<file path="config.mk">
export PLATFORM = sky130hd
export DESIGN_NAME = lubrication_pump_guard
export DESIGN_NICKNAME = d
export VERILOG_FILES = /design/src/sv/lpg_pkg.sv /design/src/sv/lubrication_pump_guard.sv /design/src/sv/lpg_csr.sv /design/src/sv/lpg_core.sv
export SDC_FILE = /design/constraint.sdc
export NUM_CORES = 1
export LEC_CHECK = 0
export BUFFER_PORTS_ARGS = -buffer_cell sky130_fd_sc_hd__buf_2
export CORE_UTILIZATION = 40
export CTS_BUF_LIST = sky130_fd_sc_hd__clkbuf_8
export DETAILED_ROUTE_END_ITERATION = 10
export GPL_TIMING_DRIVEN = 0
export PLACE_DENSITY = 0.67
export SETUP_SLACK_MARGIN = 0.1
export SYNTH_ARGS = -nofsm -noshare
export SYNTH_HDL_FRONTEND = slang
export SYNTH_SLANG_ARGS = --single-unit
</file>
<file path="constraint.sdc">
create_clock -name clock -period 6.2 [get_ports clock]
set_clock_uncertainty 0.05 [all_clocks]
set_input_delay 0.62 -clock clock [delete_from_list [all_inputs] [get_ports clock]]
set_output_delay 0.62 -clock clock [all_outputs]
set_load 0.05 [all_outputs]
</file>
<file path="src/sv/lpg_pkg.sv">
// ----------------------------------------------------------------------------
// lpg_pkg
// Shared types and constants for the lubrication pump guard.
// ----------------------------------------------------------------------------
`default_nettype none

package lpg_pkg;

   localparam int TICK_W    = 20;
   localparam int TIME_W    = 32;
   localparam int CSR_AW    = 5;
   localparam int CSR_DW    = 32;
   localparam int REQ_DW    = 24;
   localparam int RSP_DW    = 8;

   localparam logic [TIME_W-1:0] HOLD_TIME_RST    = 32'd1000000;
   localparam logic [TIME_W-1:0] PRESS_TIMEOUT_RST = 32'd5000000;

   // register indexes
   typedef enum logic [2:0] {
      REG_HOLD_TIME     = 3'd0,
      REG_PRESS_TIMEOUT = 3'd1,
      REG_INV_ENABLE    = 3'd2,
      REG_INV_PRESSURE  = 3'd3,
      REG_INV_RESET     = 3'd4
   } reg_idx_type;

   typedef enum logic [1:0] {
      MODE_IDLE = 2'd0,
      MODE_WAIT = 2'd1,
      MODE_HOLD = 2'd2
   } mode_type;

   typedef struct packed {
      logic [TIME_W-1:0] hold_time_us;
      logic [TIME_W-1:0] pressure_timeout_us;
      logic              invert_enable;
      logic              invert_pressure;
      logic              invert_reset;
   } cfg_type;

   typedef struct packed {
      logic              reset_raw;
      logic              pressure_raw;
      logic              enable_raw;
      logic [TICK_W-1:0] tick_us;
   } req_type;

   typedef struct packed {
      logic [1:0] mode_code;
      logic       pressure_timeout;
      logic       fault;
      logic       busy_res;
      logic       motor_on;
   } rsp_type;

endpackage

`default_nettype wire

</file>
<file path="src/sv/lubrication_pump_guard.sv">
// ----------------------------------------------------------------------------
// lubrication_pump_guard
// Lubrication pump supervisor: input register, one-pass mode logic, result
// register with stream handshakes and an APB-style configuration port.
// ----------------------------------------------------------------------------
// Path: an accepted item is held in the input register, and its result is
// registered in the result register once that register is free or taken.
// Throughput: 1 item per cycle; input and result registers stall together
// only when the result register is full and not taken.
// Reset: synchronous; clears the mode, counter, latches, valid flags and
// returns all configuration registers to their reset values.
`default_nettype none

module lubrication_pump_guard (
   input  wire logic                         clock,
   input  wire logic                         reset,
   // tdata: tick_us[19:0], enable_raw[20], pressure_raw[21], reset_raw[22], 0
   input  wire logic                         req_tvalid,
   output logic                              req_tready,
   input  wire logic [lpg_pkg::REQ_DW-1:0]   req_tdata,
   // tdata: motor_on[0], busy_res[1], fault[2], pressure_timeout[3],
   //        mode_code[5:4], 0
   output logic                              rsp_tvalid,
   input  wire logic                         rsp_tready,
   output logic      [lpg_pkg::RSP_DW-1:0]   rsp_tdata,
   input  wire logic                         csr_psel,
   input  wire logic                         csr_penable,
   input  wire logic                         csr_pwrite,
   input  wire logic [lpg_pkg::CSR_AW-1:0]   csr_paddr,
   input  wire logic [lpg_pkg::CSR_DW-1:0]   csr_pwdata,
   output logic      [lpg_pkg::CSR_DW-1:0]   csr_prdata,
   output logic                              csr_pready
);
   import lpg_pkg::*;

   cfg_type  cfg;
   req_type  in_data_ff;
   logic     in_valid_ff, in_valid_in;
   rsp_type  rsp_core;
   rsp_type  out_data_ff;
   logic     out_valid_ff, out_valid_in;
   logic     advance, fire, req_fire;

   lpg_csr u_csr (
      .clock       (clock),
      .reset       (reset),
      .csr_psel    (csr_psel),
      .csr_penable (csr_penable),
      .csr_pwrite  (csr_pwrite),
      .csr_paddr   (csr_paddr),
      .csr_pwdata  (csr_pwdata),
      .csr_prdata  (csr_prdata),
      .csr_pready  (csr_pready),
      .cfg         (cfg)
   );

   lpg_core u_core (
      .clock (clock),
      .reset (reset),
      .step  (fire),
      .cfg   (cfg),
      .req   (in_data_ff),
      .rsp   (rsp_core)
   );

   // pipeline flow control
   assign advance     = !out_valid_ff || rsp_tready;
   assign fire        = in_valid_ff && advance;
   assign req_tready  = !in_valid_ff || advance;
   assign req_fire    = req_tvalid && req_tready;
   assign in_valid_in = req_fire ? 1'b1 : (advance ? 1'b0 : in_valid_ff);
   assign out_valid_in = fire ? 1'b1 : (rsp_tready ? 1'b0 : out_valid_ff);

   always_ff @(posedge clock) begin
      if (reset) begin
         in_valid_ff  <= 1'b0;
         out_valid_ff <= 1'b0;
      end else begin
         in_valid_ff  <= in_valid_in;
         out_valid_ff <= out_valid_in;
      end
   end

   // payload registers
   always_ff @(posedge clock) begin
      if (req_fire) begin
         in_data_ff <= req_tdata[$bits(req_type)-1:0];
      end
      if (fire) begin
         out_data_ff <= rsp_core;
      end
   end

   assign rsp_tvalid = out_valid_ff;
   assign rsp_tdata  = {{(RSP_DW-$bits(rsp_type)){1'b0}}, out_data_ff};

   // a latched fault keeps the motor off and reports idle
   a_fault_off: assert property (@(posedge clock) disable iff (reset)
      rsp_tvalid && out_data_ff.fault |->
         !out_data_ff.motor_on && out_data_ff.mode_code == MODE_IDLE)
      else $error("fault reported with motor on or non-idle mode");

   // the fault latch never stands without the timeout flag
   a_fault_tout: assert property (@(posedge clock) disable iff (reset)
      rsp_tvalid && out_data_ff.fault |-> out_data_ff.pressure_timeout)
      else $error("fault without timeout flag");

   // an item in the input register moves to the result register when free
   a_advance: assert property (@(posedge clock) disable iff (reset)
      in_valid_ff && advance |=> rsp_tvalid)
      else $error("input stage advanced without producing a result");

endmodule

`default_nettype wire

</file>
<file path="src/sv/lpg_csr.sv">
// ----------------------------------------------------------------------------
// lpg_csr
// Configuration register file behind a simple APB-style port.
// ----------------------------------------------------------------------------
`default_nettype none

module lpg_csr (
   input  wire logic                         clock,
   input  wire logic                         reset,
   input  wire logic                         csr_psel,
   input  wire logic                         csr_penable,
   input  wire logic                         csr_pwrite,
   input  wire logic [lpg_pkg::CSR_AW-1:0]   csr_paddr,
   input  wire logic [lpg_pkg::CSR_DW-1:0]   csr_pwdata,
   output logic      [lpg_pkg::CSR_DW-1:0]   csr_prdata,
   output logic                              csr_pready,
   output lpg_pkg::cfg_type                  cfg
);
   import lpg_pkg::*;

   cfg_type      cfg_ff, cfg_in;
   reg_idx_type  idx;
   logic         wr_en;

   assign csr_pready = 1'b1;
   assign idx        = reg_idx_type'(csr_paddr[CSR_AW-1:2]);
   assign wr_en      = csr_psel && csr_penable && csr_pwrite && csr_pready;
   assign cfg        = cfg_ff;

   // write decode
   always_comb begin
      cfg_in = cfg_ff;
      if (wr_en) begin
         unique case (idx)
            REG_HOLD_TIME:     cfg_in.hold_time_us        = csr_pwdata;
            REG_PRESS_TIMEOUT: cfg_in.pressure_timeout_us = csr_pwdata;
            REG_INV_ENABLE:    cfg_in.invert_enable       = csr_pwdata[0];
            REG_INV_PRESSURE:  cfg_in.invert_pressure     = csr_pwdata[0];
            REG_INV_RESET:     cfg_in.invert_reset        = csr_pwdata[0];
            default:           cfg_in = cfg_ff;
         endcase
      end
   end

   always_ff @(posedge clock) begin
      if (reset) begin
         cfg_ff.hold_time_us        <= HOLD_TIME_RST;
         cfg_ff.pressure_timeout_us <= PRESS_TIMEOUT_RST;
         cfg_ff.invert_enable       <= 1'b0;
         cfg_ff.invert_pressure     <= 1'b0;
         cfg_ff.invert_reset        <= 1'b0;
      end else begin
         cfg_ff <= cfg_in;
      end
   end

   // read mux
   always_comb begin
      unique case (idx)
         REG_HOLD_TIME:     csr_prdata = cfg_ff.hold_time_us;
         REG_PRESS_TIMEOUT: csr_prdata = cfg_ff.pressure_timeout_us;
         REG_INV_ENABLE:    csr_prdata = {{(CSR_DW-1){1'b0}}, cfg_ff.invert_enable};
         REG_INV_PRESSURE:  csr_prdata = {{(CSR_DW-1){1'b0}}, cfg_ff.invert_pressure};
         REG_INV_RESET:     csr_prdata = {{(CSR_DW-1){1'b0}}, cfg_ff.invert_reset};
         default:           csr_prdata = '0;
      endcase
   end

endmodule

`default_nettype wire

</file>
<file path="src/sv/lpg_core.sv">
// ----------------------------------------------------------------------------
// lpg_core
// Mode machine, fault latches and saturating elapsed counter; one tick per
// step, next state and result worked out in a single combinational pass.
// ----------------------------------------------------------------------------
`default_nettype none

module lpg_core (
   input  wire logic             clock,
   input  wire logic             reset,
   input  wire logic             step,
   input  lpg_pkg::cfg_type      cfg,
   input  lpg_pkg::req_type      req,
   output lpg_pkg::rsp_type      rsp
);
   import lpg_pkg::*;

   mode_type           mode_ff, mode_in;
   logic [TIME_W-1:0]  elapsed_ff, elapsed_in;
   logic               fault_ff, fault_in;
   logic               tout_ff, tout_in;

   logic               en, press, rst;
   mode_type           mode_0;
   logic [TIME_W-1:0]  elapsed_0;
   logic [TIME_W:0]    sum;
   logic [TIME_W-1:0]  sat;
   logic               motor;

   // input polarity
   assign en    = req.enable_raw   ^ cfg.invert_enable;
   assign press = req.pressure_raw ^ cfg.invert_pressure;
   assign rst   = req.reset_raw    ^ cfg.invert_reset;

   // fault reset without enable drops back to idle
   assign mode_0    = (rst && !en) ? MODE_IDLE : mode_ff;
   assign elapsed_0 = (rst && !en) ? '0 : elapsed_ff;

   // saturating add of the tick
   assign sum = {1'b0, elapsed_0} + {{(TIME_W+1-TICK_W){1'b0}}, req.tick_us};
   assign sat = sum[TIME_W] ? {TIME_W{1'b1}} : sum[TIME_W-1:0];

   // next state and result
   always_comb begin
      mode_in    = mode_0;
      elapsed_in = elapsed_0;
      fault_in   = rst ? 1'b0 : fault_ff;
      tout_in    = rst ? 1'b0 : tout_ff;
      motor      = 1'b0;
      if (!fault_in) begin
         unique case (mode_0)
            MODE_IDLE: begin
               if (en) begin
                  tout_in    = 1'b0;
                  mode_in    = MODE_WAIT;
                  elapsed_in = '0;
               end
            end
            MODE_WAIT: begin
               motor = 1'b1;
               if (press) begin
                  mode_in    = MODE_HOLD;
                  elapsed_in = '0;
               end else if (sat >= cfg.pressure_timeout_us) begin
                  fault_in   = 1'b1;
                  tout_in    = 1'b1;
                  motor      = 1'b0;
                  mode_in    = MODE_IDLE;
                  elapsed_in = '0;
               end else begin
                  elapsed_in = sat;
               end
            end
            MODE_HOLD: begin
               motor = 1'b1;
               if (sat >= cfg.hold_time_us) begin
                  motor      = 1'b0;
                  mode_in    = MODE_IDLE;
                  elapsed_in = '0;
               end else begin
                  elapsed_in = sat;
               end
            end
            default: begin
               mode_in    = MODE_IDLE;
               elapsed_in = '0;
            end
         endcase
      end
   end

   always_comb begin
      rsp.motor_on         = motor;
      rsp.busy_res         = motor;
      rsp.fault            = fault_in;
      rsp.pressure_timeout = tout_in;
      rsp.mode_code        = fault_in ? MODE_IDLE : mode_in;
   end

   always_ff @(posedge clock) begin
      if (reset) begin
         mode_ff    <= MODE_IDLE;
         elapsed_ff <= '0;
         fault_ff   <= 1'b0;
         tout_ff    <= 1'b0;
      end else if (step) begin
         mode_ff    <= mode_in;
         elapsed_ff <= elapsed_in;
         fault_ff   <= fault_in;
         tout_ff    <= tout_in;
      end
   end

endmodule

`default_nettype wire
</file>
==> impl_metrics.env <==
export IMPL_ioPinCount=111
export IMPL_syn_area_um2=8670
export IMPL_internal_power_mw=1.29
export IMPL_end_kind="flop"
export IMPL_die_area_um2=22300
export IMPL_drtPass1Iterations=6
export IMPL_slowest_stage="edfxtp_1"
export IMPL_min_to="in_data_ff[10]$_DFFE_PP_"
export IMPL_synth_top_area_frac=0.242
export IMPL_power_density_nw_per_um2=178
export IMPL_antennaDiodeCount=0
export IMPL_r2r_setup_slack_ns=0.29
export IMPL_dpl_instance_area_um2=9540
export IMPL_setup_viol_count_final=0
export IMPL_ir_drop_mv=0.123
export IMPL_grt_pass1_vias=7844
export IMPL_grt_pass1_wl_mm=41.5
export IMPL_yosys_top_cells_area="dfxtp_1 (24%), ha_1 (13%), edfxtp_1 (9.7%), nand2_1 (8.4%), a21oi_1 (5.3%)"
export IMPL_vias_per_cell=5.60
export IMPL_p_clk_frac=0.360
export IMPL_cts_tree="built"
export IMPL_yosysUniqueCellTypes=80
export IMPL_netSwitchingFraction=0.286
export IMPL_utilization=0.482
export IMPL_rsz0062_at_grt="yes"
export IMPL_outcome="completed"
export IMPL_drc=0
export IMPL_wl_per_cell_um=17.8
export IMPL_final_max_slew_viol_count=0
export IMPL_cpPeakStageDelay_ns=0.48
export IMPL_p_seq_frac=0.502
export IMPL_start_kind="flop"
export IMPL_synth_top_family_by_area="compound AO/OA/AOI/OAI gates"
export IMPL_leakagePower_nw=4.28
export IMPL_drv_cap=0
export IMPL_final_cell_area_um2=10200
export IMPL_finalHoldViolations=0
export IMPL_synth_xor_area_frac=0.0240
export IMPL_cts_buffer_depth=2
export IMPL_synth_top_flop_cell="dfxtp_1"
export IMPL_final_nets=1335
export IMPL_crit_fanout=10
export IMPL_holdPathStages=1
export IMPL_comb_power_share=0.137
export IMPL_routed_wl_mm=26.1
export IMPL_hold_path_class="in -> reg"
export IMPL_finalPower_mw=1.81
export IMPL_area_growth_pct=17.7
export IMPL_dpl_hpwl_mm=19.7
export IMPL_fin_crit_sh=0.954
export IMPL_reg2reg_from="in_data_ff[20]$_DFFE_PP_"
export IMPL_dieWidth_um=149
export IMPL_fmax_ghz=0.169
export IMPL_synth_warnings=0
export IMPL_antenna_left=0
export IMPL_path_clk_slew_ns=0.08
export IMPL_yosysSeqAreaShare=0.339
export IMPL_fin_ws_ns=0.287
export IMPL_criticalPathCategory="reg -> reg"
export IMPL_finalWeightedCongestion=0.956
export IMPL_period_minus_slack_ns=5.91
export IMPL_port_buffers=104
export IMPL_muxShareOfSynthArea=0.00693
export IMPL_switchingPower_mw=0.519
export IMPL_grt_max_degree=24
export IMPL_first_iter_violations=605
export IMPL_hp_start="req_tdata[10]"
export IMPL_relSlewSlack=0.280
export IMPL_vias=8221
export IMPL_die_h_um=149
export IMPL_arrival_ns=6.10
export IMPL_cts_root_buffer="clkbuf_8"
export IMPL_cts_buffers_inserted=17
export IMPL_yosys_area_share_adder=0.128
export IMPL_synth_seq_cells=133
export IMPL_drive_gt1_frac=0.185
export IMPL_start_util=0.410
export IMPL_synth_edf_count=28
export IMPL_h_tree_depth=4
export IMPL_clock_sinks=133
export IMPL_rr_worst_depth=25
export IMPL_async_flop_share=0
export IMPL_track_usage=0.243
export IMPL_syn_instance_count=1041
export IMPL_synth_compound_area_frac=0.247
export IMPL_synthSimpleGateAreaFrac=0.195
export IMPL_detailedPlace_worstSlack_ns=-0.806
export IMPL_rows=53
export IMPL_gr_total_overflow=0
export IMPL_required_ns=6.39
export IMPL_core_area_um2=21200
export IMPL_hold_slack_ns=0.287
export IMPL_grt_antenna_before_repair=0
export IMPL_syn_avg_cell_area_um2=8.33
export IMPL_r2r_end="rsp_tdata[4]$_SDFFCE_PP0P_"
export IMPL_worstSkewPairLatency_ns=0.46
export IMPL_tightestPinTransition_ns=1.08
export IMPL_yosysTopAreaCell="dfxtp_1"
## registers in the layout (all words and copies together) (netlist names)
name	count
in_valid_ff	1
rsp_tdata	5
in_data_ff	23
u_core.mode_ff	2
u_csr.cfg	67
u_core.tout_ff	1
u_core.elapsed_ff	32
u_core.fault_ff	1
rsp_tvalid	1
## cells in the final DEF (no fill, tap or decap), types with 27 or more instances in the layout
cell type	synthesis	final
nand2_1	195	191
buf_2	7	108
dfxtp_1	105	103
a21oi_1	91	89
ha_1	87	86
inv_1	71	80
nor2_1	45	44
a22o_1	43	42
o21ai_0	38	32
clkbuf_1	35	31
edfxtp_1	28	28
and2_1	27	27
## through the flow
stage                     std cells  setup TNS (ns)
after floorplan                1042               0
after detailed placement       1421          -22.04
after global routing           1467               0
after global placement         1421          -20.88
final                          1467               0
after CTS                      1462               0
## worst max path at each step
stage | from | end | slack [ns]
after global placement | in_data_ff[20]$_DFFE_PP_ | rsp_tdata[4]$_SDFFCE_PP0P_ | -0.77
after detailed placement | in_data_ff[20]$_DFFE_PP_ | rsp_tdata[4]$_SDFFCE_PP0P_ | -0.81
after global routing | in_data_ff[20]$_DFFE_PP_ | rsp_tdata[4]$_SDFFCE_PP0P_ | 0.06
final | in_data_ff[20]$_DFFE_PP_ | rsp_tdata[4]$_SDFFCE_PP0P_ | 0.29
after floorplan | in_data_ff[20]$_DFFE_PP_ | u_core.elapsed_ff[31]$_SDFFE_PP0P_ | 0.61
after CTS | in_data_ff[20]$_DFFE_PP_ | rsp_tdata[4]$_SDFFCE_PP0P_ | 0.04
## cells in the mapped netlist, drive strengths merged, types with 7 or more instances
cell type and instances:
a21o 21, a21oi 95, a22o 43, a32oi 15, and2 29, buf 16, clkbuf 37, dfxtp 105
edfxtp 28, ha 87, inv 71, nand2 195, nand2b 11, nand3 19, nand4 11, nor2 46
nor3 16, o211ai 22, o21a 7, o21ai 42, xnor2 11, xor2 11
## layout make-up
type                            count  area, um2
Inverter                           72        270
Clock inverter                     14       83.8
Timing Repair Buffer              119        633
Fill cell                        2111      11000
Sequential cell                   133       2950
Tap cell                          275        344
Multi-Input combinational cell    784       5410
Buffer                             52        263
Clock buffer                       18        248
## per-layer routing
layer | vias up | wire length [um] | GRT usage | part of all wire
met5 | - | 0 | 0 | 0
li1 | 4018 | - | - | -
met2 | 307 | 11700 | 0.376 | 0.45
met4 | 0 | 612 | 0.0872 | 0.023
met3 | 44 | 1990 | 0.0578 | 0.076
met1 | 3852 | 11900 | 0.328 | 0.45
## critical path, delay by kind of cell (launching register included)
kind / cells / cell delay [ns]
compound gates: 9 / 2.17
xor+xnor: 1 / 0.21
fa+ha+maj: 2 / 0.51
buf+inv: 5 / 0.85
flops: 1 / 0.48
simple gates: 8 / 1.40
## power groups by stage
stage | logic, mW | clock network, mW | registers (mW)
6_report | 0.249 | 0.653 | 0.910
2_1_floorplan | 0.143 | 0 | 0.933
4_1_cts | 0.238 | 0.663 | 0.910
3_5_place_dp | 0.231 | 0 | 0.929
5_1_grt | 0.271 | 0.703 | 0.911
3_3_place_gp | 0.229 | 0 | 0.929
## cells by family after synthesis
group | after synthesis
buf+inv | 125
simple gates | 363
compound gates | 302
flops | 133
other cells | 2
xor+xnor | 22
fa+ha+maj | 88
mux | 6
## repair_timing
action	CTS	global route
endpoints found under the hold margin	0	0
hold buffers	0	0
resized for setup	24	36
endpoints found under the setup margin	41	40
setup buffers	9	6
pin swaps	6	16
Power figures use the tool's default switching activity.
